### src/design/boot_entry_list_parser_assert.svh
// assertion macros for the parser modules; only bel_queue includes them
`ifndef BOOT_ENTRY_LIST_PARSER_ASSERT_SVH
`define BOOT_ENTRY_LIST_PARSER_ASSERT_SVH
`ifndef SYNTHESIS
// property checked while reset is low
`define BEL_ASSERT(lbl, clk, rst, prop) \
   lbl: assert property (@(posedge clk) disable iff (rst) prop) \
      else $error("parser assertion failed");
// property checked on every edge, reset included
`define BEL_ASSERT_ALWAYS(lbl, clk, prop) \
   lbl: assert property (@(posedge clk) prop) \
      else $error("parser assertion failed");
`else
`define BEL_ASSERT(lbl, clk, rst, prop)
`define BEL_ASSERT_ALWAYS(lbl, clk, prop)
`endif
`endif

### src/design/bel_pkg.sv
// types, constants and helper functions of the boot entry list parser
package bel_pkg;

   localparam int MAX_ENTRIES = 16;
   localparam int TEXT_LEN    = 4096;

   localparam int POS_W = 12;
   localparam int CNT_W = $clog2(MAX_ENTRIES + 1);

   localparam logic [POS_W-1:0] LEN_MAX   = 12'd4095;
   localparam logic [POS_W-1:0] POS_LIMIT =
      POS_W'(((TEXT_LEN - 1) < 4095) ? (TEXT_LEN - 1) : 4095);

   localparam int QUEUE_DEPTH = 4;
   localparam int QPTR_W      = $clog2(QUEUE_DEPTH);
   localparam int QCNT_W      = $clog2(QUEUE_DEPTH + 1);

   localparam logic [7:0] CHAR_NUL      = 8'd0;
   localparam logic [7:0] CHAR_QUOTE    = 8'd34;
   localparam logic [7:0] CHAR_RBRACKET = 8'd93;
   localparam logic [2:0] KEYWORD_LEN   = 3'd7;

   typedef enum logic [2:0] {
      PH_SEEK,
      PH_KEY_WAIT,
      PH_KEY,
      PH_VALUE_WAIT,
      PH_PATH,
      PH_SKIP,
      PH_DONE
   } phase_type;

   localparam logic RESULT_ENTRY = 1'b0;
   localparam logic RESULT_END   = 1'b1;

   // work handed from the parser to the result stage
   typedef struct packed {
      logic             has_entry;
      logic             has_end;
      logic [3:0]       entry_index;
      logic [POS_W-1:0] name_start;
      logic [POS_W-1:0] name_length;
      logic [POS_W-1:0] path_start;
      logic [POS_W-1:0] path_length;
      logic [CNT_W-1:0] count;
      logic             overflow;
   } job_type;

   typedef struct packed {
      logic        result_kind;
      logic [3:0]  entry_index;
      logic [11:0] name_start;
      logic [11:0] name_length;
      logic [11:0] path_start;
      logic [11:0] path_length;
      logic [4:0]  entry_count;
      logic        overflow;
      logic        last_of_run;
   } result_type;

   function automatic logic is_alnum(input logic [7:0] b);
      return b inside {[8'd48:8'd57], [8'd65:8'd90], [8'd97:8'd122]};
   endfunction

   // letters of "entries"
   function automatic logic [7:0] keyword_char(input logic [2:0] idx);
      logic [7:0] c;
      case (idx)
         3'd0:    c = 8'h65;
         3'd1:    c = 8'h6e;
         3'd2:    c = 8'h74;
         3'd3:    c = 8'h72;
         3'd4:    c = 8'h69;
         3'd5:    c = 8'h65;
         3'd6:    c = 8'h73;
         default: c = 8'h00;
      endcase
      return c;
   endfunction

endpackage

### src/design/bel_channels.sv
// handshake channels of the boot entry list parser
interface bel_req_if;
   logic       valid;
   logic       ready;
   logic [7:0] text_byte;
   logic       first_byte;

   modport source(output valid, output text_byte, output first_byte, input ready);
   modport sink(input valid, input text_byte, input first_byte, output ready);
endinterface

interface bel_rsp_if;
   logic        valid;
   logic        ready;
   logic        result_kind;
   logic [3:0]  entry_index;
   logic [11:0] name_start;
   logic [11:0] name_length;
   logic [11:0] path_start;
   logic [11:0] path_length;
   logic [4:0]  entry_count;
   logic        overflow;
   logic        last_of_run;

   modport source(output valid, output result_kind, output entry_index, output name_start,
                  output name_length, output path_start, output path_length,
                  output entry_count, output overflow, output last_of_run, input ready);
   modport sink(input valid, input result_kind, input entry_index, input name_start,
                input name_length, input path_start, input path_length,
                input entry_count, input overflow, input last_of_run, output ready);
endinterface

### src/design/bel_front.sv
// parse state machine: classifies each byte and posts the records it causes
module bel_front (
   input  logic             clock,
   input  logic             reset,
   input  logic             accept,
   input  logic [7:0]       text_byte,
   input  logic             first_byte,
   output logic             push,
   output bel_pkg::job_type job
);
   import bel_pkg::*;

   phase_type        phase_ff, phase_in, cur_phase;
   logic [2:0]       kw_ff, kw_in, cur_kw;
   logic [POS_W-1:0] pos_ff, pos_in, cur_pos;
   logic [POS_W-1:0] ks_ff, ks_in, cur_ks;
   logic [POS_W-1:0] kl_ff, kl_in, cur_kl;
   logic [POS_W-1:0] vs_ff, vs_in, cur_vs;
   logic [POS_W-1:0] vl_ff, vl_in, cur_vl;
   logic [CNT_W-1:0] rec_ff, rec_in, cur_rec;
   logic             drop_ff, drop_in, cur_drop;
   logic             do_entry, do_end;

   always_ff @(posedge clock) begin
      if (reset) begin
         phase_ff <= PH_SEEK;
         kw_ff    <= '0;
         pos_ff   <= '0;
         ks_ff    <= '0;
         kl_ff    <= '0;
         vs_ff    <= '0;
         vl_ff    <= '0;
         rec_ff   <= '0;
         drop_ff  <= 1'b0;
      end else begin
         phase_ff <= phase_in;
         kw_ff    <= kw_in;
         pos_ff   <= pos_in;
         ks_ff    <= ks_in;
         kl_ff    <= kl_in;
         vs_ff    <= vs_in;
         vl_ff    <= vl_in;
         rec_ff   <= rec_in;
         drop_ff  <= drop_in;
      end
   end

   always_comb begin
      // a new text starts from cleared state
      cur_phase = first_byte ? PH_SEEK : phase_ff;
      cur_kw    = first_byte ? '0 : kw_ff;
      cur_pos   = first_byte ? '0 : pos_ff;
      cur_ks    = first_byte ? '0 : ks_ff;
      cur_kl    = first_byte ? '0 : kl_ff;
      cur_vs    = first_byte ? '0 : vs_ff;
      cur_vl    = first_byte ? '0 : vl_ff;
      cur_rec   = first_byte ? '0 : rec_ff;
      cur_drop  = first_byte ? 1'b0 : drop_ff;

      phase_in = cur_phase;
      kw_in    = cur_kw;
      ks_in    = cur_ks;
      kl_in    = cur_kl;
      vs_in    = cur_vs;
      vl_in    = cur_vl;
      rec_in   = cur_rec;
      drop_in  = cur_drop;
      do_entry = 1'b0;
      do_end   = 1'b0;

      case (cur_phase)
         PH_SEEK: begin
            if (text_byte == CHAR_NUL) begin
               do_end = 1'b1;
            end else if (cur_kw < KEYWORD_LEN && text_byte == keyword_char(cur_kw)) begin
               kw_in = cur_kw + 3'd1;
               if (kw_in >= KEYWORD_LEN) begin
                  phase_in = PH_KEY_WAIT;
               end
            end
         end
         PH_KEY_WAIT: begin
            if (text_byte == CHAR_NUL || text_byte == CHAR_RBRACKET) begin
               do_end = 1'b1;
            end else if (is_alnum(text_byte)) begin
               ks_in    = cur_pos;
               kl_in    = POS_W'(1);
               phase_in = PH_KEY;
            end
         end
         PH_KEY: begin
            if (is_alnum(text_byte)) begin
               if (cur_kl < LEN_MAX) begin
                  kl_in = cur_kl + 1'b1;
               end
            end else if (text_byte == CHAR_NUL) begin
               do_end = 1'b1;
            end else begin
               phase_in = PH_VALUE_WAIT;
            end
         end
         PH_VALUE_WAIT: begin
            if (text_byte == CHAR_NUL) begin
               do_end = 1'b1;
            end else if (text_byte == CHAR_QUOTE) begin
               vs_in    = (cur_pos < POS_LIMIT) ? cur_pos + 1'b1 : POS_LIMIT;
               vl_in    = '0;
               phase_in = PH_PATH;
            end
         end
         PH_PATH: begin
            if (text_byte == CHAR_QUOTE) begin
               do_entry = 1'b1;
               phase_in = PH_SKIP;
            end else if (text_byte == CHAR_NUL) begin
               do_entry = 1'b1;
               do_end   = 1'b1;
            end else if (cur_vl < LEN_MAX) begin
               vl_in = cur_vl + 1'b1;
            end
         end
         PH_SKIP: begin
            if (text_byte == CHAR_NUL) begin
               do_end = 1'b1;
            end else begin
               phase_in = PH_KEY_WAIT;
            end
         end
         default: begin
            phase_in = PH_DONE;
         end
      endcase

      job.has_entry   = 1'b0;
      job.entry_index = 4'(cur_rec);
      if (do_entry) begin
         if (cur_rec < CNT_W'(MAX_ENTRIES)) begin
            job.has_entry = 1'b1;
            rec_in        = cur_rec + 1'b1;
         end else begin
            drop_in = 1'b1;
         end
      end
      if (do_end) begin
         phase_in = PH_DONE;
      end

      job.has_end     = do_end;
      job.name_start  = cur_ks;
      job.name_length = cur_kl;
      job.path_start  = cur_vs;
      job.path_length = cur_vl;
      job.count       = rec_in;
      job.overflow    = drop_in;

      pos_in = (cur_pos < POS_LIMIT) ? cur_pos + 1'b1 : cur_pos;

      push = accept && (job.has_entry || job.has_end);

      if (!accept) begin
         phase_in = phase_ff;
         kw_in    = kw_ff;
         pos_in   = pos_ff;
         ks_in    = ks_ff;
         kl_in    = kl_ff;
         vs_in    = vs_ff;
         vl_in    = vl_ff;
         rec_in   = rec_ff;
         drop_in  = drop_ff;
      end
   end

endmodule

### src/design/bel_queue.sv
// short record queue between the parser and the result stage
`include "boot_entry_list_parser_assert.svh"
module bel_queue (
   input  logic             clock,
   input  logic             reset,
   input  logic             push,
   input  bel_pkg::job_type job_in,
   output logic             full,
   input  logic             pop,
   output bel_pkg::job_type head,
   output logic             empty
);
   import bel_pkg::*;

   job_type           slot_ff [QUEUE_DEPTH];
   logic [QPTR_W-1:0] wr_ff, wr_in, rd_ff, rd_in;
   logic [QCNT_W-1:0] count_ff, count_in;

   assign full  = (count_ff == QCNT_W'(QUEUE_DEPTH));
   assign empty = (count_ff == '0);
   assign head  = slot_ff[rd_ff];

   always_comb begin
      wr_in    = wr_ff;
      rd_in    = rd_ff;
      count_in = count_ff;
      if (push) begin
         wr_in = (wr_ff == QPTR_W'(QUEUE_DEPTH - 1)) ? '0 : wr_ff + 1'b1;
      end
      if (pop) begin
         rd_in = (rd_ff == QPTR_W'(QUEUE_DEPTH - 1)) ? '0 : rd_ff + 1'b1;
      end
      if (push && !pop) begin
         count_in = count_ff + 1'b1;
      end else if (pop && !push) begin
         count_in = count_ff - 1'b1;
      end
   end

   always_ff @(posedge clock) begin
      if (reset) begin
         wr_ff    <= '0;
         rd_ff    <= '0;
         count_ff <= '0;
      end else begin
         wr_ff    <= wr_in;
         rd_ff    <= rd_in;
         count_ff <= count_in;
      end
   end

   always_ff @(posedge clock) begin
      if (push) begin
         slot_ff[wr_ff] <= job_in;
      end
   end

   `BEL_ASSERT(a_count_bound, clock, reset, count_ff <= QCNT_W'(QUEUE_DEPTH))
   `BEL_ASSERT(a_no_push_full, clock, reset, push |-> !full)
   `BEL_ASSERT(a_no_pop_empty, clock, reset, pop |-> !empty)
   `BEL_ASSERT(a_fill_tracks, clock, reset, (push && !pop) |=> count_ff == $past(count_ff) + 1'b1)

endmodule

### src/design/bel_back.sv
// result stage: turns queued records into result items behind an output register
module bel_back (
   input  logic                clock,
   input  logic                reset,
   input  bel_pkg::job_type    head,
   input  logic                empty,
   output logic                pop,
   output logic                out_valid,
   input  logic                out_ready,
   output bel_pkg::result_type out_data
);
   import bel_pkg::*;

   logic       valid_ff, valid_in;
   logic       sub_ff, sub_in;
   logic       load;
   result_type res_ff, res_in, entry_res, end_res;

   assign out_valid = valid_ff;
   assign out_data  = res_ff;
   assign load      = !valid_ff || out_ready;

   always_comb begin
      entry_res.result_kind = RESULT_ENTRY;
      entry_res.entry_index = head.entry_index;
      entry_res.name_start  = head.name_start;
      entry_res.name_length = head.name_length;
      entry_res.path_start  = head.path_start;
      entry_res.path_length = head.path_length;
      entry_res.entry_count = 5'(head.count);
      entry_res.overflow    = head.overflow;
      entry_res.last_of_run = !head.has_end;

      end_res             = '0;
      end_res.result_kind = RESULT_END;
      end_res.entry_count = 5'(head.count);
      end_res.overflow    = head.overflow;
      end_res.last_of_run = 1'b1;

      pop      = 1'b0;
      sub_in   = sub_ff;
      valid_in = valid_ff;
      res_in   = res_ff;
      if (load) begin
         valid_in = 1'b0;
         if (!empty) begin
            valid_in = 1'b1;
            if (head.has_entry && !sub_ff) begin
               res_in = entry_res;
               if (head.has_end) begin
                  sub_in = 1'b1;
               end else begin
                  pop = 1'b1;
               end
            end else begin
               res_in = end_res;
               pop    = 1'b1;
               sub_in = 1'b0;
            end
         end
      end
   end

   always_ff @(posedge clock) begin
      if (reset) begin
         valid_ff <= 1'b0;
         sub_ff   <= 1'b0;
      end else begin
         valid_ff <= valid_in;
         sub_ff   <= sub_in;
      end
   end

   always_ff @(posedge clock) begin
      res_ff <= res_in;
   end

endmodule

### src/design/boot_entry_list_parser.sv
// top level of the boot entry list parser
//
// req_if carries the text one byte per item (text_byte, first_byte); an
// item moves when valid and ready are both high at a rising clock edge.
// rsp_if carries result items: entry records and the end-of-list record.
// throughput: one byte per cycle while the queue is not full; the parse
// state machine updates in the cycle a byte is accepted, so bytes may
// follow each other back to back. a byte that causes results posts one
// record into the queue, and the result stage turns it into result items;
// a nul inside a path gives an entry item and then the end item, or only
// the end item once the entry list is full.
// a four-record queue sits between the parser and the output
// register: when the receiver stalls, records collect there and req ready
// drops only once the queue is full.
// reset (synchronous, active high) clears parse state, the queue and the
// output register; first_byte clears parse state for a new text.
module boot_entry_list_parser (
   input logic clock,
   input logic reset,
   bel_req_if.sink   req_if,
   bel_rsp_if.source rsp_if
);
   import bel_pkg::*;

   // front side handshake
   logic       q_full;
   logic       accept;
   logic       push;
   job_type    job;

   // queue to back side
   job_type    head;
   logic       q_empty;
   logic       pop;

   // output register
   result_type out_data;

   assign req_if.ready = !q_full;
   assign accept       = req_if.valid && req_if.ready;

   bel_front u_front (
      .clock      (clock),
      .reset      (reset),
      .accept     (accept),
      .text_byte  (req_if.text_byte),
      .first_byte (req_if.first_byte),
      .push       (push),
      .job        (job)
   );

   bel_queue u_queue (
      .clock  (clock),
      .reset  (reset),
      .push   (push),
      .job_in (job),
      .full   (q_full),
      .pop    (pop),
      .head   (head),
      .empty  (q_empty)
   );

   bel_back u_back (
      .clock     (clock),
      .reset     (reset),
      .head      (head),
      .empty     (q_empty),
      .pop       (pop),
      .out_valid (rsp_if.valid),
      .out_ready (rsp_if.ready),
      .out_data  (out_data)
   );

   // unpack the result item onto the channel
   assign rsp_if.result_kind = out_data.result_kind;
   assign rsp_if.entry_index = out_data.entry_index;
   assign rsp_if.name_start  = out_data.name_start;
   assign rsp_if.name_length = out_data.name_length;
   assign rsp_if.path_start  = out_data.path_start;
   assign rsp_if.path_length = out_data.path_length;
   assign rsp_if.entry_count = out_data.entry_count;
   assign rsp_if.overflow    = out_data.overflow;
   assign rsp_if.last_of_run = out_data.last_of_run;

endmodule
### src/flat_wrapper.sv
// flat-port wrapper written by rule: the top's interface ports become plain ports
module boot_entry_list_parser_flat import bel_pkg::*;
  (clock, reset, req_if_valid, req_if_text_byte, req_if_first_byte, req_if_ready, rsp_if_valid, rsp_if_result_kind, rsp_if_entry_index, rsp_if_name_start, rsp_if_name_length, rsp_if_path_start, rsp_if_path_length, rsp_if_entry_count, rsp_if_overflow, rsp_if_last_of_run, rsp_if_ready);
  bel_req_if req_if_i ();
  bel_rsp_if rsp_if_i ();
  input logic clock;
  input logic reset;
  input wire logic [$bits(req_if_i.valid)-1:0] req_if_valid;
  input wire logic [$bits(req_if_i.text_byte)-1:0] req_if_text_byte;
  input wire logic [$bits(req_if_i.first_byte)-1:0] req_if_first_byte;
  output wire logic [$bits(req_if_i.ready)-1:0] req_if_ready;
  output wire logic [$bits(rsp_if_i.valid)-1:0] rsp_if_valid;
  output wire logic [$bits(rsp_if_i.result_kind)-1:0] rsp_if_result_kind;
  output wire logic [$bits(rsp_if_i.entry_index)-1:0] rsp_if_entry_index;
  output wire logic [$bits(rsp_if_i.name_start)-1:0] rsp_if_name_start;
  output wire logic [$bits(rsp_if_i.name_length)-1:0] rsp_if_name_length;
  output wire logic [$bits(rsp_if_i.path_start)-1:0] rsp_if_path_start;
  output wire logic [$bits(rsp_if_i.path_length)-1:0] rsp_if_path_length;
  output wire logic [$bits(rsp_if_i.entry_count)-1:0] rsp_if_entry_count;
  output wire logic [$bits(rsp_if_i.overflow)-1:0] rsp_if_overflow;
  output wire logic [$bits(rsp_if_i.last_of_run)-1:0] rsp_if_last_of_run;
  input wire logic [$bits(rsp_if_i.ready)-1:0] rsp_if_ready;
  assign req_if_i.valid = req_if_valid;
  assign req_if_i.text_byte = req_if_text_byte;
  assign req_if_i.first_byte = req_if_first_byte;
  assign req_if_ready = req_if_i.ready;
  assign rsp_if_valid = rsp_if_i.valid;
  assign rsp_if_result_kind = rsp_if_i.result_kind;
  assign rsp_if_entry_index = rsp_if_i.entry_index;
  assign rsp_if_name_start = rsp_if_i.name_start;
  assign rsp_if_name_length = rsp_if_i.name_length;
  assign rsp_if_path_start = rsp_if_i.path_start;
  assign rsp_if_path_length = rsp_if_i.path_length;
  assign rsp_if_entry_count = rsp_if_i.entry_count;
  assign rsp_if_overflow = rsp_if_i.overflow;
  assign rsp_if_last_of_run = rsp_if_i.last_of_run;
  assign rsp_if_i.ready = rsp_if_ready;
  boot_entry_list_parser u_core (.clock(clock), .reset(reset), .req_if(req_if_i), .rsp_if(rsp_if_i));
endmodule
### config.mk
export PLATFORM = sky130hd
export DESIGN_NAME = boot_entry_list_parser_flat
export DESIGN_NICKNAME = d
export VERILOG_FILES = /design/src/design/bel_pkg.sv /design/src/design/bel_channels.sv /design/src/design/bel_front.sv /design/src/design/bel_queue.sv /design/src/design/bel_back.sv /design/src/design/boot_entry_list_parser.sv /design/src/flat_wrapper.sv
export VERILOG_INCLUDE_DIRS = /design/src /design/src/design
export SDC_FILE = /design/constraint.sdc
export NUM_CORES = 1
export LEC_CHECK = 0
export BUFFER_PORTS_ARGS = -buffer_cell sky130_fd_sc_hd__buf_4
export CAP_MARGIN = 10
export CORE_MARGIN = 3
export CORE_UTILIZATION = 60
export DETAILED_ROUTE_END_ITERATION = 8
export PLACE_DENSITY = 0.83
export RECOVER_POWER = 25
export SLEW_MARGIN = 10
export SYNTH_ARGS = -nofsm -noshare
export SYNTH_HDL_FRONTEND = slang
export SYNTH_HIERARCHICAL = 1
export SYNTH_SLANG_ARGS = --single-unit
### constraint.sdc
create_clock -name clock -period 5.9 [get_ports clock]
set_input_delay 0 -clock clock [delete_from_list [all_inputs] [get_ports clock]]
set_output_delay 0 -clock clock [all_outputs]
set_load 0.02 [all_outputs]
==> summary.txt, run 1 <==
Die
  • Overall die width: 171 µm
  • Initial Util: 61.7%
  • Floorplan die area: 29100 µm²
  • Number of top-level design ports: 75
  • Core area: 26400 µm²
  • Die height: 171 µm
  • Core Rows: 59

Worst setup path
  • Slowest cell on crit path: sky130_fd_sc_hd__clkbuf_1
  • Launching point of the worst reg2reg path: u_core/u_front/phase_ff[0]
  • Logic depth of the worst register-to-register path: 8
  • Critical path class: input pin to flip-flop
  • Endpoint class of the critical path: flip-flop
  • Kind of cell adding the most delay to the critical path: buffers and inverters
  • R2r setup slk: 1.87 ns
  • Slowest cell delay on critical path: 1.76 ns
  • Worst path bufs/invs: 4
  • Required time at the worst-slack endpoint: 6.08 ns
  • Kind of start point of the critical path: input pin
  • Arrival time at the worst endpoint: 4.73 ns
  • Cells traversed along the worst timing path: clkbuf_1 > inv_2 > nand3_1 > nand3_1 > inv_1 > o21a_1 > and2_2 > buf_4
  • CP max FO: 57
  • Most used cell along the critical path: sky130_fd_sc_hd__nand3_1
  • Worst reg2reg path endpoint: u_core/u_queue/slot_ff[0][33]

Global routing
  • First-pass GRT wire length: 53000 µm
  • Largest net degree at the start of global routing: 72
  • Via count of the first global-routing pass: 9600
  • Overflow left after global routing: 0
  • Antenna violations before repair: 1
  • Global routing usage summed across all routing layers: 23.3%

Placement
  • Routability-driven placement congestion ratio: 0.935
  • Pre-CTS setup slack: 2.01 ns
  • Placed cell areas: 16900 µm²
  • Port buffer count: 74
  • Sum of net half-perimeters after detailed placement: 20300 µm
  • Count of placed standard cells including taps: 1458

STA
  • Actual transition at the worst max-transition pin: 2.54 ns
  • Final Hold Viols: 0
  • Clock period minus final worst setup slack: 4.55 ns
  • Final number of max-transition violations: 58
  • Max-Slew Margin vs Limit: -69.6%
  • Setup clock skew after layout: 0.00970 ns
  • Unrepaired setup endpoints after global routing: false
  • Total negative slack for setup checks: 0 ns
  • Setup-violating endpoint count in the final report: 0
  • Final setup margin: 1.35 ns
  • FMAX: 220 MHz
  • Final critical-path share of the clock period: 77.2%

Cells and area
  • Leading cell type in the layout, fill and taps excluded: sky130_fd_sc_hd__edfxtp_1
  • # nets final: 1193
  • Proportion of layout cells with a drive suffix above 1: 17.8%
  • Number of diodes: 0
  • Final non-filler cell area: 18100 µm²
  • Commonest cells after routing, fill and taps aside: sky130_fd_sc_hd__edfxtp_1 (300), sky130_fd_sc_hd__dfxtp_1 (81), sky130_fd_sc_hd__nor2_1 (79)
  • Non-filler cells in the finished layout: 1529
  • Syn-to-layout area delta: 11.2%

Clock network
  • CTS root buf: sky130_fd_sc_hd__clkbuf_16
  • Clock tree from TritonCTS: done
  • Reg clk slew, reported paths: 0.06 ns
  • TritonCTS buffer count: 38
  • Clock network latency to the later pin of the worst-skew pair: 0.51 ns
  • Depth of the CTS H-tree: 2
  • Max clock buf depth: 3
  • Clock Sinks: 383

Worst hold path
  • Cells on Worst Hold Path: 5
  • Start point of the worst hold path: req_if_text_byte[3]
  • Worst Hold Endpoint: u_core/u_front/vs_ff[11]
  • Worst hold path type: input pin to flip-flop

Logic synthesis
  • Mean cell area of the mapped netlist: 14.8 µm²
  • Register area share after synthesis: 65.6%
  • Count of different cell masters after synthesis: 86
  • Most common flop cell mapped by yosys: sky130_fd_sc_hd__edfxtp_1
  • Async S/R FF share, synth: 0%
  • Cell area after synthesis: 16300 µm²
  • Net Count, Synth: 1130
  • Number of synthesized flops with an enable pin: 300
  • Number of flip-flops and latches in the synthesized netlist: 383
  • Number of warnings printed during yosys synthesis: 6
  • Post-Syn Instances: 1101

Detailed routing
  • Number of nets with antenna violations after routing: 0
  • Count of vias placed by the detailed router: 9743
  • Initial DRC count: 1129
  • DRC errors left: 0
  • First-pass DRT Iterations: 6
  • Routed Wire Length: 33500 µm
  • Via density per instance: 6.37
  • Detail-routed net length per standard cell: 21.9 µm

Pwr
  • P per Cell Area: 408 nW/µm²
  • Leakage component of the power: 6.32 nW
  • Worst IR drop on VDD: 209 µV

Run
  • Total of max-cap violations: 1

Run status
  • Outcome: finished, violations left
  • Violated checks: max-capacitance violations, max-slew violations
## cell type report
| cell class | instances | area, µm² |
|---|---|---|
| Clock inverter | 12 | 163 |
| Multi-Input combinational cell | 632 | 5130 |
| Tap cell | 335 | 419 |
| Fill cell | 1711 | 8260 |
| Timing Repair Buffer | 86 | 415 |
| Sequential cell | 383 | 10700 |
| Inverter | 23 | 86.3 |
| Clock buffer | 58 | 1200 |
## where the power goes
| part | total, W | switching, W | internal, W |
|---|---|---|---|
| clock | 0.00255 | 0.000957 | 0.00159 |
| sequential | 0.00338 | 0.000134 | 0.00325 |
| combinational | 0.00146 | 0.000926 | 0.000534 |
## worst min-delay path, delay by kind of cell
kind | cells | cell delay (ns)
buffers and inverters | 1 | 0.11
AOI/OAI and AO/OA | 2 | 0.16
and+or+nand+nor | 2 | 0.22
## per-stage QoR
stage / power (W) / util, % / hold WS [ns]
finish: 0.00739 / 68.6 / 0.0339
global placement: 0.00502 / 64.3 / 0.327
CTS: 0.00763 / 69.5 / 0.00969
global route: 0.00769 / 68.6 / 0.0609
floorplan: 0.00466 / - / 0.0691
detailed placement: 0.00508 / 64.3 / 0.328
## cells in the mapped netlist, types with 9 or more instances
cell	count	area, µm²
sky130_fd_sc_hd__and2_4	46	403
sky130_fd_sc_hd__o21ai_1	9	45.0
sky130_fd_sc_hd__a31oi_1	15	93.8
sky130_fd_sc_hd__nor3_1	18	90.1
sky130_fd_sc_hd__and2_1	13	81.3
sky130_fd_sc_hd__inv_1	20	75.1
sky130_fd_sc_hd__mux4_2	60	1350
sky130_fd_sc_hd__nand4_1	18	113
sky130_fd_sc_hd__nand3_1	27	135
sky130_fd_sc_hd__o21ai_0	16	80.1
sky130_fd_sc_hd__edfxtp_1	300	9010
sky130_fd_sc_hd__ha_1	15	188
sky130_fd_sc_hd__dfxtp_1	83	1660
sky130_fd_sc_hd__and3_1	10	62.6
sky130_fd_sc_hd__clkbuf_1	29	109
sky130_fd_sc_hd__mux2i_1	14	140
sky130_fd_sc_hd__a22oi_1	21	158
sky130_fd_sc_hd__a21oi_1	35	175
sky130_fd_sc_hd__buf_2	15	75.1
sky130_fd_sc_hd__nor2b_1	58	363
sky130_fd_sc_hd__xor2_1	9	78.8
sky130_fd_sc_hd__nor2_1	80	300
sky130_fd_sc_hd__nand2_1	44	165
## worst max path at each step
stage | from | endpoint | slack (ns) | depth (start not counted)
floorplan | u_core/u_back/out_valid | u_core/u_queue/count_ff[2] | 1.36 | 10
global placement | u_core/u_front/phase_ff[0] | u_core/u_queue/slot_ff[0][10] | 2.14 | 8
detailed placement | u_core/u_front/phase_ff[0] | u_core/u_queue/slot_ff[0][11] | 2.01 | 8
global route | req_if_first_byte | u_core/u_queue/slot_ff[0][38] | 0.88 | 8
finish | req_if_first_byte | u_core/u_queue/slot_ff[0][33] | 1.35 | 8
CTS | u_core/u_front/phase_ff[0] | u_core/u_queue/slot_ff[0][38] | 1.92 | 8
## per-layer routing
layer  part of all wire [%]  GRT usage [%]
met3                    6.7           3.88
met4                    2.7           7.65
met5                      0              0
met1                     41           32.4
met2                     49           38.1
## repair_timing
| item | 4_1_cts | 5_1_grt |
|---|---|---|
| gates resized for setup | 0 | 0 |
| endpoints found under the hold margin | 2 | 0 |
| hold buffers | 1 | 0 |
| setup buffers | 0 | 0 |
## cells by family (layout without fill, tap and decap cells)
family          after synthesis  in the layout  share of synthesized area [%]
flops                       383            383                           65.6
buf+inv                      86            179                           3.05
fa+ha+maj                    16             16                           1.28
simple gates                362            362                           13.0
xor+xnor                     15             15                          0.807
compound gates              163            163                           6.97
mux                          76             76                           9.30
## flip-flops by register name, summed over array words and instances (netlist names), 2 cells and up, named ones only
name	count
u_core/u_back/out_data	60
u_core/u_front/kl_ff	12
u_core/u_front/ks_ff	12
u_core/u_front/kw_ff	3
u_core/u_front/phase_ff	3
u_core/u_front/pos_ff	12
u_core/u_front/rec_ff	5
u_core/u_front/vl_ff	12
u_core/u_front/vs_ff	12
u_core/u_queue/count_ff	3
u_core/u_queue/rd_ff	2
u_core/u_queue/slot_ff	240
u_core/u_queue/wr_ff	2
Power figures use the tool's default switching activity.
==> run 2, diff against run 1 <==
Settings changed: ABC_AREA from default to 1, CORE_UTILIZATION 60 to 56, PLACE_DENSITY 0.83 to 0.81.
Clock period 5.9 ns to 4 ns, I/O delays scaled along.
==> run 2 against run 1 <==
Net effect:
- the run now ends clean
- via count increased by 25%
- area after synthesis increased by 5.3%
- power increased by 59%
- combinational power increased by 110%
- count of clock-buffer cells in the layout decreased by 7
- register-to-register slack got worse by 1.2 ns
- global-route usage decreased by 1.1 points
- critical endpoint is now u_core/u_queue/count_ff[2]
- die area increased by 12%
- synthesized cell count increased by 54%
- critical path type unchanged
- worst setup slack got worse by 0.85 ns
- sequential power increased by 51%
- non-clock buffer count increased by 9
==> summary.txt, run 2 <==
Run status
  • Outcome: finished clean

Placement
  • Routability-driven placement congestion ratio: 0.911
  • Port buffer count: 74
  • Count of placed standard cells including taps: 2099
  • Sum of net half-perimeters after detailed placement: 22400 µm

Detailed routing
  • DRC errors left: 0
  • Initial DRC count: 1069
  • Via density per instance: 5.61
  • Count of vias placed by the detailed router: 12200
  • Detail-routed net length per standard cell: 17.2 µm
  • First-pass DRT Iterations: 5
  • Number of nets with antenna violations after routing: 0
  • Routed Wire Length: 37200 µm

Die
  • Initial Util: 57.4%
  • Core area: 29900 µm²
  • Die height: 181 µm
  • Overall die width: 181 µm
  • Floorplan die area: 32700 µm²
  • Number of top-level design ports: 75
  • Core Rows: 63

Clock network
  • CTS root buf: sky130_fd_sc_hd__clkbuf_16
  • Depth of the CTS H-tree: 2
  • Clock network latency to the later pin of the worst-skew pair: 0.52 ns
  • Clock tree from TritonCTS: done
  • Number of buffers inserted to repair setup after CTS: 0
  • Clock Sinks: 383
  • Max clock buf depth: 3
  • TritonCTS buffer count: 38
  • Reg clk slew, reported paths: 0.06 ns

Cells and area
  • Filler cell count in the final layout: 2321
  • # nets final: 1780
  • Multi-input gate area in the final layout: 5170 µm²
  • Number of diodes: 0
  • Commonest cells after routing, fill and taps aside: sky130_fd_sc_hd__edfxtp_1 (300), sky130_fd_sc_hd__nor2_1 (280), sky130_fd_sc_hd__inv_1 (204)
  • Area occupied by registers: 10700 µm²
  • Final core utilization: 63.3%
  • Proportion of layout cells with a drive suffix above 1: 9.72%
  • Register with the highest flop count: u_core/u_queue/slot_ff
  • Max FFs per register: 240
  • Syn-to-layout area delta: 10.4%
  • Non-filler cells in the finished layout: 2170
  • Leading cell type in the layout, fill and taps excluded: sky130_fd_sc_hd__edfxtp_1

STA
  • Total negative slack for setup checks: 0 ns
  • Final Hold Viols: 0
  • Final number of max-transition violations: 0
  • Setup clock skew after layout: 0.0144 ns
  • Max-Slew Margin vs Limit: 24.8%
  • Actual transition at the worst max-transition pin: 1.13 ns
  • Unrepaired setup endpoints after global routing: false
  • Final critical-path share of the clock period: 87.6%
  • FMAX: 285 MHz
  • Setup-violating endpoint count in the final report: 0
  • Clock period minus final worst setup slack: 3.50 ns

Pwr
  • Sw Pwr: 0.00395 W
  • Leakage component of the power: 6.94 nW
  • P per Cell Area: 621 nW/µm²
  • Pwr Total: 0.0117 W
  • Proportion of power drawn by flip-flops and latches: 43.6%
  • Net switching fraction of the power: 33.6%
  • Fraction of power consumed by the clock network: 30.3%
  • Cell Int Power: 0.00780 W
  • Part of the power in combinational logic: 26.2%
  • Worst IR drop on VDD: 338 µV

Worst setup path
  • Critical path class: input pin to flip-flop
  • Worst path bufs/invs: 9
  • Kind of cell adding the most delay to the critical path: buffers and inverters
  • Required time at the worst-slack endpoint: 4.41 ns
  • Slowest cell on crit path: sky130_fd_sc_hd__dlygate4sd3_1
  • Kind of start point of the critical path: input pin
  • Endpoint class of the critical path: flip-flop
  • Most used cell along the critical path: sky130_fd_sc_hd__inv_1
  • CP max FO: 15
  • Arrival time at the worst endpoint: 3.92 ns
  • Slowest cell delay on critical path: 0.55 ns
  • Cells traversed along the worst timing path: dlygate4sd3_1 > buf_4 > inv_1 > nand2_1 > nor2_4 > inv_2 > nor2_1 > inv_2 > nor2_4 > inv_1 > a21oi_1 > ha_1 > inv_1 > fa_1 > inv_1 > nand2_1 > nand3_1 > nand2_1 > inv_1 > nor2_1

Logic synthesis
  • Most instantiated library cell after synthesis: sky130_fd_sc_hd__edfxtp_1
  • Cell accounting for the most synthesized area: sky130_fd_sc_hd__edfxtp_1
  • Net Count, Synth: 1726
  • Number of warnings printed during yosys synthesis: 6
  • Top cells by count, synth: sky130_fd_sc_hd__edfxtp_1 (300), sky130_fd_sc_hd__nor2_1 (276), sky130_fd_sc_hd__inv_1 (208)
  • Mean cell area of the mapped netlist: 10.1 µm²
  • Cell area after synthesis: 17100 µm²
  • Async S/R FF share, synth: 0%
  • Cell types with the largest area share after synthesis: sky130_fd_sc_hd__edfxtp_1 (53%), sky130_fd_sc_hd__dfxtp_1 (9.7%), sky130_fd_sc_hd__nor2_1 (6.0%), sky130_fd_sc_hd__inv_1 (4.6%), sky130_fd_sc_hd__nand2_1 (4.1%)
  • Share of the synthesized area in the top cell type: 52.6%
  • Most common flop cell mapped by yosys: sky130_fd_sc_hd__edfxtp_1
  • Number of synthesized flops with an enable pin: 300
  • Count of different cell masters after synthesis: 43
  • Number of flip-flops and latches in the synthesized netlist: 383
  • Post-Syn Instances: 1697
  • Register area share after synthesis: 62.3%

Global routing
  • Global routing usage summed across all routing layers: 22.2%
  • Antenna violations before repair: 0
  • Overflow left after global routing: 0
  • First-pass GRT wire length: 60100 µm
  • Via count of the first global-routing pass: 11900
  • Largest net degree at the start of global routing: 74

Worst hold path
  • Worst hold path type: input pin to flip-flop

Run
  • Total of max-cap violations: 0
-- run 2: what timing repair did --
action                    4_1_cts  5_1_grt
gates resized for setup         0        0
hold buffers                    2        0
hold endpoints to repair        6        0
-- run 2: worst paths after layout --
path | to | cells past startpoint | start | slack, ns
max | u_core/u_queue/count_ff[2] | 20 | req_if_first_byte | 0.50
min | u_core/u_queue/wr_ff[0] | 2 | reset | 0.02
max reg2reg | u_core/u_queue/count_ff[2] | 17 | u_core/u_front/phase_ff[2] | 0.63
min reg2reg | u_core/u_front/vl_ff[9] | 2 | u_core/u_front/vl_ff[9] | 0.47
-- run 2: cell type report --
class                      instances  share of cell area (%)
clock buffer                      51                    5.77
clock inverter                    18                   0.886
inverter                         217                    4.32
multi-input combinational       1016                    27.3
sequential                       383                    56.4
tap                              390                    2.58
timing repair buffer              95                    2.70
-- run 2: kinds of logic after synthesis --
| family | count (synthesis) | share of synthesized area [%] |
|---|---|---|
| AOI/OAI and AO/OA | 364 | 12.4 |
| xor gates and xnor gates | 21 | 1.12 |
| adders and majority gates | 16 | 1.21 |
| buffers and inverters | 298 | 7.53 |
| DFF | 383 | 62.3 |
| and+or+nand+nor | 615 | 15.5 |
-- run 2: metal layers --
layer  GRT usage, %  wire [µm]
met1           29.3      15800
met2           38.8      18400
met5              0          0
met3           2.82       2130
met4           6.34        850
-- run 2: worst register-to-register path, cell delays in order, from the launching register on --
cell and delay [ns]:
sky130_fd_sc_hd__dfxtp_1 0.44, sky130_fd_sc_hd__nand2_1 0.20, sky130_fd_sc_hd__nor2_4 0.38, sky130_fd_sc_hd__inv_2 0.08
sky130_fd_sc_hd__nor2_1 0.21, sky130_fd_sc_hd__inv_2 0.09, sky130_fd_sc_hd__nor2_4 0.21, sky130_fd_sc_hd__inv_1 0.10
sky130_fd_sc_hd__a21oi_1 0.44, sky130_fd_sc_hd__ha_1 0.25, sky130_fd_sc_hd__inv_1 0.07, sky130_fd_sc_hd__fa_1 0.39
sky130_fd_sc_hd__inv_1 0.07, sky130_fd_sc_hd__nand2_1 0.07, sky130_fd_sc_hd__nand3_1 0.08, sky130_fd_sc_hd__nand2_1 0.07
sky130_fd_sc_hd__inv_1 0.07, sky130_fd_sc_hd__nor2_1 0.05
-- run 2: power groups by stage --
| stage | clock [W] | sequential, W | combinational (W) |
|---|---|---|---|
| 4_1_cts | 0.00361 | 0.00513 | 0.00334 |
| 3_5_place_dp | 0 | 0.00521 | 0.00331 |
| 3_3_place_gp | 0 | 0.00519 | 0.00322 |
| 6_report | 0.00356 | 0.00512 | 0.00307 |
| 5_1_grt | 0.00378 | 0.00517 | 0.00341 |
| 2_1_floorplan | 0 | 0.00555 | 0.00197 |
-- run 2: per-stage QoR --
stage	hold WS (ns)	setup slack (ns)	cell area, µm²
floorplan	0.0691	0.809	17100
finish	0.0214	0.495	18900
detailed placement	0.311	0.756	17900
global placement	0.314	0.829	17900
global route	0.0311	0.175	18900
CTS	0.00618	0.668	19200
==> run 3, diff against run 2 <==
Settings changed: CORE_UTILIZATION 56 to 60, GPL_ROUTABILITY_DRIVEN from default to 0, PLACE_DENSITY 0.81 to 0.83, SKIP_CTS_REPAIR_TIMING from default to 1.
Clock period 4 ns to 4.18 ns, I/O delays scaled along.
==> run 3 against run 2 <==
Net effect:
- count of clock-buffer cells in the layout is 3 higher
- sequential cell count did not move
- utilization rose by 4.1 points
- highest routed layer unchanged
==> summary.txt, run 3 (synthesized netlist as in run 2, its figures left out) <==
STA
  • Total negative slack for setup checks: 0 ns
  • Unrepaired setup endpoints after global routing: false
  • Final critical-path share of the clock period: 85.5%
  • Final Hold Viols: 0
  • Max-Slew Margin vs Limit: 41.4%
  • FMAX: 280 MHz
  • Actual transition at the worst max-transition pin: 0.879 ns
  • Final number of max-transition violations: 0
  • Clock period minus final worst setup slack: 3.57 ns
  • Setup-violating endpoint count in the final report: 0
  • Setup clock skew after layout: 0.0166 ns

Cells and area
  • Filler cell count in the final layout: 2066
  • Area occupied by registers: 10700 µm²
  • Register with the highest flop count: u_core/u_queue/slot_ff
  • # nets final: 1780
  • Max FFs per register: 240
  • Syn-to-layout area delta: 9.91%
  • Proportion of layout cells with a drive suffix above 1: 9.22%
  • Number of diodes: 0
  • Leading cell type in the layout, fill and taps excluded: sky130_fd_sc_hd__edfxtp_1
  • Commonest cells after routing, fill and taps aside: sky130_fd_sc_hd__edfxtp_1 (300), sky130_fd_sc_hd__nor2_1 (280), sky130_fd_sc_hd__inv_1 (204)
  • Final core utilization: 67.4%
  • Multi-input gate area in the final layout: 5170 µm²

Worst setup path
  • Most used cell along the critical path: sky130_fd_sc_hd__inv_2
  • R2r setup slk: 0.75 ns
  • Cells traversed along the worst timing path: dlygate4sd3_1 > buf_4 > inv_1 > nand2_1 > nor2_4 > inv_2 > nor2_1 > inv_2 > nor2_4 > inv_1 > a21oi_1 > nand2_1 > inv_2 > buf_12
  • Kind of cell adding the most delay to the critical path: buffers and inverters
  • Kind of start point of the critical path: input pin
  • Slowest cell delay on critical path: 0.56 ns
  • Worst path bufs/invs: 8
  • Required time at the worst-slack endpoint: 4.36 ns
  • Slowest cell on crit path: sky130_fd_sc_hd__a21oi_1
  • CP max FO: 40
  • Arrival time at the worst endpoint: 3.76 ns
  • Critical path class: input pin to flip-flop
  • Endpoint class of the critical path: flip-flop

Die
  • Overall die width: 175 µm
  • Core area: 27900 µm²
  • Floorplan die area: 30600 µm²
  • Number of top-level design ports: 75
  • Core Rows: 61
  • Initial Util: 61.4%
  • Die height: 175 µm

Detailed routing
  • First-pass DRT Iterations: 6
  • Initial DRC count: 1540
  • DRC errors left: 0
  • Count of vias placed by the detailed router: 12500
  • Via density per instance: 5.79
  • Routed Wire Length: 37800 µm
  • Detail-routed net length per standard cell: 17.5 µm
  • Number of nets with antenna violations after routing: 0

Placement
  • Sum of net half-perimeters after detailed placement: 22900 µm
  • Port buffer count: 74

Clock network
  • Clock network latency to the later pin of the worst-skew pair: 0.52 ns
  • TritonCTS buffer count: 37
  • Max clock buf depth: 3
  • CTS root buf: sky130_fd_sc_hd__clkbuf_16
  • Clock tree from TritonCTS: done
  • Clock Sinks: 383
  • Depth of the CTS H-tree: 2
  • Reg clk slew, reported paths: 0.06 ns

Global routing
  • First-pass GRT wire length: 60800 µm
  • Antenna violations before repair: 0
  • Overflow left after global routing: 0
  • Via count of the first global-routing pass: 12200
  • Largest net degree at the start of global routing: 75
  • Global routing usage summed across all routing layers: 24.4%

Worst hold path
  • Worst hold path type: input pin to flip-flop

Run status
  • Outcome: finished clean

Run
  • Total of max-cap violations: 0

Pwr
  • Leakage component of the power: 6.90 nW
  • P per Cell Area: 588 nW/µm²
  • Worst IR drop on VDD: 519 µV
-- run 3: changes by cell type in the layout (fill, tap and decap cells not counted) --
cell / change
sky130_fd_sc_hd__clkinv_1: -2
sky130_fd_sc_hd__buf_12: +1
sky130_fd_sc_hd__clkbuf_8: -7
sky130_fd_sc_hd__clkbuf_1: +10
sky130_fd_sc_hd__clkinvlp_4: -1
sky130_fd_sc_hd__clkinv_2: -2
-- run 3: per-stage QoR --
step           hold slack [ns]  std cells  total power, W  setup WS [ns]  cell area (µm²)
5_1_grt                 0.0361       2157          0.0116          0.340            18800
4_1_cts                 -0.261       2155          0.0114          0.797            19100
6_report               0.00845       2157          0.0111          0.608            18800
3_5_place_dp             0.290       2088         0.00816          0.907            17900
2_1_floorplan           0.0691       1697         0.00720          0.989            17100
3_3_place_gp             0.282       2088         0.00805          0.971            17900
-- run 3: final timing paths --
kind	from	endpoint	cells past startpoint
hold reg to reg	u_core/u_front/kl_ff[0]	u_core/u_front/kl_ff[0]	2
setup reg to reg	u_core/u_front/phase_ff[2]	u_core/u_queue/slot_ff[2][14]	11
hold / removal	reset	u_core/u_queue/count_ff[0]	2
setup / recovery	req_if_first_byte	u_core/u_queue/slot_ff[2][14]	14
-- run 3: where the power goes --
part	total, W	internal, W	switching, W
sequential	0.00480	0.00467	0.000132
clock	0.00324	0.00191	0.00134
combinational	0.00303	0.000776	0.00226
total	0.0111	0.00735	0.00373
-- run 3: cell type report --
type	instances	area share (%)
multi-input combinational	1016	27.4
tap	378	2.51
timing repair buffer	96	2.82
clock inverter	13	0.757
sequential	383	56.7
inverter	217	4.34
clock buffer	54	5.48
-- run 3: routing by layer --
layer  global-route usage, %  routed length, µm  vias to the layer above  part of all wire [%]
met2                    40.8              18400                      560                    49
li1                        -                  -                     5873                     -
met3                    3.61               2700                       94                   7.1
met4                    9.44               1010                        0                   2.7
met1                    32.6              15700                     5963                    42
met5                       0                  0                        -                     0
-- run 3: worst register-to-register path: stages (launching register included) --
cell and delay, ns:
sky130_fd_sc_hd__dfxtp_1 0.45, sky130_fd_sc_hd__nand2_1 0.20, sky130_fd_sc_hd__nor2_4 0.39, sky130_fd_sc_hd__inv_2 0.08, sky130_fd_sc_hd__nor2_1 0.14, sky130_fd_sc_hd__inv_2 0.07, sky130_fd_sc_hd__nor2_4 0.20, sky130_fd_sc_hd__inv_1 0.09
sky130_fd_sc_hd__a21oi_1 0.56, sky130_fd_sc_hd__nand2_1 0.15, sky130_fd_sc_hd__inv_2 0.43, sky130_fd_sc_hd__buf_12 0.33
